$ cat config.mk
export PLATFORM = sky130hd
export DESIGN_NAME = pfcc_ram
export DESIGN_NICKNAME = d
export VERILOG_FILES = /design/src/hw/rtl/pfcc_ram.sv
export SDC_FILE = /design/constraint.sdc
export NUM_CORES = 1
export LEC_CHECK = 0
export BUFFER_PORTS_ARGS = -buffer_cell sky130_fd_sc_hd__buf_2
export CORE_MARGIN = 2
export CORE_UTILIZATION = 57
export CTS_CLUSTER_SIZE = 8
export DETAILED_ROUTE_END_ITERATION = 10
export GPL_TIMING_DRIVEN = 0
export PLACE_DENSITY = 0.83
export RECOVER_POWER = 50
export SETUP_SLACK_MARGIN = 0.05
export SLEW_MARGIN = 20
export SYNTH_ARGS = -nofsm -noshare
export SYNTH_HDL_FRONTEND = slang
export SYNTH_SLANG_ARGS = --single-unit
$ cat constraint.sdc
create_clock -name clock -period 6.52 [get_ports clock]
set_input_delay 1.304 -clock clock [delete_from_list [all_inputs] [get_ports clock]]
set_output_delay 1.304 -clock clock [all_outputs]
set_load 0.02 [all_outputs]
$ cat src/hw/rtl/pfcc_ram.sv
// ----------------------------------------------------------------------------
// pfcc_ram: generic simple dual-port RAM
// One write port, one read port, read data registered.
// ----------------------------------------------------------------------------
`default_nettype none

module pfcc_ram #(
   parameter int WIDTH = 8,
   parameter int DEPTH = 64,
   localparam int ADDR_W = (DEPTH > 1) ? $clog2(DEPTH) : 1
) (
   input  wire logic              clock,
   input  wire logic              wr_en,
   input  wire logic [ADDR_W-1:0] wr_addr,
   input  wire logic [WIDTH-1:0]  wr_data,
   input  wire logic              rd_en,
   input  wire logic [ADDR_W-1:0] rd_addr,
   output      logic [WIDTH-1:0]  rd_data
);

   logic [WIDTH-1:0] mem [DEPTH];

   always_ff @(posedge clock) begin
      if (wr_en) begin
         mem[wr_addr] <= wr_data;
      end
      if (rd_en) begin
         rd_data <= mem[rd_addr];
      end
   end

endmodule

`default_nettype wire

==> flow_metrics.env <==
export IMPL_routedWlPerCell_um=33.2
export IMPL_worstPathCellList="buf_4 > buf_2 > buf_1 > nand2_1 > o221ai_1 > nor2_1 > nor3_1 > o32ai_1"
export IMPL_io_pins=31
export IMPL_rsz0062_at_grt="false"
export IMPL_yosysUniqueCellTypes=39
export IMPL_violations="capacitance limit, slew limit"
export IMPL_cts_hold_buf=0
export IMPL_htreeDepth=3
export IMPL_hpwlAfterDp_mm=29.6
export IMPL_crit_path_start_kind="input pin"
export IMPL_numCtsBuffers=74
export IMPL_syn_cell_area_um2=20200
export IMPL_synth_seq_cells=520
export IMPL_die_area_um2=37000
export IMPL_cts_resized=0
export IMPL_grt_usage_pct=28.1
export IMPL_post_synth_cell_area_avg_um2=21.5
export IMPL_slew_headroom_pct=-101
export IMPL_die_x_um=192
export IMPL_syn_inst=940
export IMPL_cts_root_buf="clkbuf_16"
export IMPL_syn_nets=963
export IMPL_synthToLayoutAreaGrowth_pct=13.1
export IMPL_grt_ovfl_total=0
export IMPL_dp_slack_ns=2.28
export IMPL_arrival_ns=4.14
export IMPL_outcome="finished with violations"
export IMPL_grt_pass1_wl_mm=71.7
export IMPL_synth_largest_area_cell="edfxtp_1"
export IMPL_clk_latency_ns=0.60
export IMPL_crit_path_max_incr_delay_ns=0.87
export IMPL_portBuffers=22
export IMPL_drcViolationCount=0
export IMPL_placed_cell_area_um2=20900
export IMPL_ys_seq_area_share_pct=77.1
export IMPL_post_cts_setup_buffers=0
export IMPL_vias=10500
export IMPL_start_util_pct=57.3
export IMPL_die_h_um=192
export IMPL_worst_clock_skew_ns=0.0316
export IMPL_yosysWarnings=0
export IMPL_setup_viol=0
export IMPL_synth_edf_count=520
export IMPL_timing_hold_ws_ns=0.911
export IMPL_slew_violations=520
export IMPL_period_share_pct=59.1
export IMPL_reg2reg_slack_ns=4.20
export IMPL_place_gp_congestion=1.02
export IMPL_drtIter0Drc=1612
export IMPL_hold_viol_final=0
export IMPL_synth_main_ff_cell="edfxtp_1"
export IMPL_min_period_ns=3.85
export IMPL_wl_mm=49.9
export IMPL_synthTopCellsByArea="edfxtp_1, mux4_2, nor2_1"
export IMPL_worst_r2r_cell_count=4
export IMPL_finalSetupTns_ns=0
export IMPL_grt_max_degree=65
export IMPL_cts_tree="built"
export IMPL_drive_gt1_share_pct=25.2
export IMPL_core_area_um2=35300
export IMPL_path_max_fanout=10
export IMPL_finalInstanceArea_um2=22900
export IMPL_async_flop_share_pct=0
export IMPL_crit_type="in -> reg"
export IMPL_final_nets=1061
export IMPL_path_clk_slew_ns=0.05
export IMPL_max_freq_mhz=260
export IMPL_worstMarginPinSlew_ns=3.01
export IMPL_hold_path_depth=4
export IMPL_num_rows=69
export IMPL_antenna_left=0
export IMPL_power_density_nw_per_um2=326
export IMPL_p_leak_uw=0.00716
export IMPL_antenna_found_initial=2
export IMPL_drtPass1Iterations=5
export IMPL_synth_top_cell_area_share_pct=77.1
export IMPL_critPathSlowestCell="buf_1"
export IMPL_finalWorstSetupSlack_ns=2.67
export IMPL_end_kind="register"
export IMPL_cap_violations=8
export IMPL_clock_sinks=520
export IMPL_routed_via_density=6.98
export IMPL_peakVddDrop_mv=0.177
export IMPL_clk_path_buf_depth=3
export IMPL_grt_pass1_vias=10600
export IMPL_worstPathRequired_ns=6.81
export IMPL_hp_class="reg -> reg"
cell type report:
cell class,instances,area [um^2]
clock buffer,76,1900
antenna,1,2.50
multi-input combinational,369,4330
clock inverter,5,62.6
sequential,520,15600
buffer,51,317
timing repair buffer,22,93.8
tap,461,577
fill,2131,12400
synthesized netlist by cell type (8+ instances only):
library cell	instances
o22ai_1	8
mux2_2	13
mux2i_1	23
mux4_2	126
buf_4	13
nand3_1	13
o221ai_1	8
nor2_1	83
nor2b_1	14
edfxtp_1	520
clkbuf_1	17
buf_2	11
nand2_1	19
sequential cells by signal, indices dropped and copies added, names as in the netlist:
signal and count:
mem 512, rd_data 8
through the flow:
stage	total power [uW]	util (%)	std cells
2_1_floorplan	3990	-	940
3_3_place_gp	4130	59.3	1423
3_5_place_dp	4150	59.3	1423
4_1_cts	7450	64.9	1504
5_1_grt	7590	64.8	1504
6_report	7460	64.8	1505
routing by layer:
metal / vias to the layer above / track usage, % / part of all wire (%)
met5: - / 0 / 0.030
met4: 2 / 12.6 / 5.1
met3: 194 / 7.33 / 12
met2: 857 / 44.2 / 48
met1: 5362 / 37.7 / 35
li1: 4097 / - / -
path summary, 6_finish.rpt:
kind	start	to
worst max-delay path	rd_addr[1]	rd_data[4]
worst min-delay path	mem[35][1]	rd_data[1]
worst max register to register	mem[35][5]	rd_data[5]
worst min register to register	mem[35][1]	rd_data[1]
worst max-delay path: cells and delay by family:
family / cells / cell delay [ns]
compound gates: 2 / 0.56
buf+inv: 3 / 1.46
simple gates: 3 / 0.79
where the power goes:
| group | switching [uW] | total [uW] | internal (uW) | leakage (uW) |
|---|---|---|---|---|
| Combinational | 245 | 373 | 127 | 0.00150 |
| Clock | 1310 | 3350 | 2050 | 0.000967 |
| Sequential | 8.09 | 3730 | 3730 | 0.00469 |
| Total | 1560 | 7460 | 5900 | 0.00716 |
placed cells by master (no fill, tap or decap), types with 5 or more instances in the layout:
master	n
nand2b_1	7
buf_4	13
clkbuf_1	30
mux2i_1	23
nor2_1	83
nor2b_1	14
nand3_1	13
a221oi_1	6
mux2_2	13
mux4_2	126
nand2_1	19
o22ai_1	8
nor3_1	5
buf_2	20
clkbuf_16	76
o221ai_1	8
edfxtp_1	520
cells by family (layout without fill, tap and decap cells):
family | Yosys count | count (layout) | synth area share (%)
other cells | 0 | 1 | 0
simple gates | 153 | 153 | 3.37
buf+inv | 51 | 154 | 1.56
compound gates | 54 | 54 | 2.06
mux | 162 | 162 | 15.9
flops | 520 | 520 | 77.1
No activity file was read; power rests on OpenSTA's default activity.
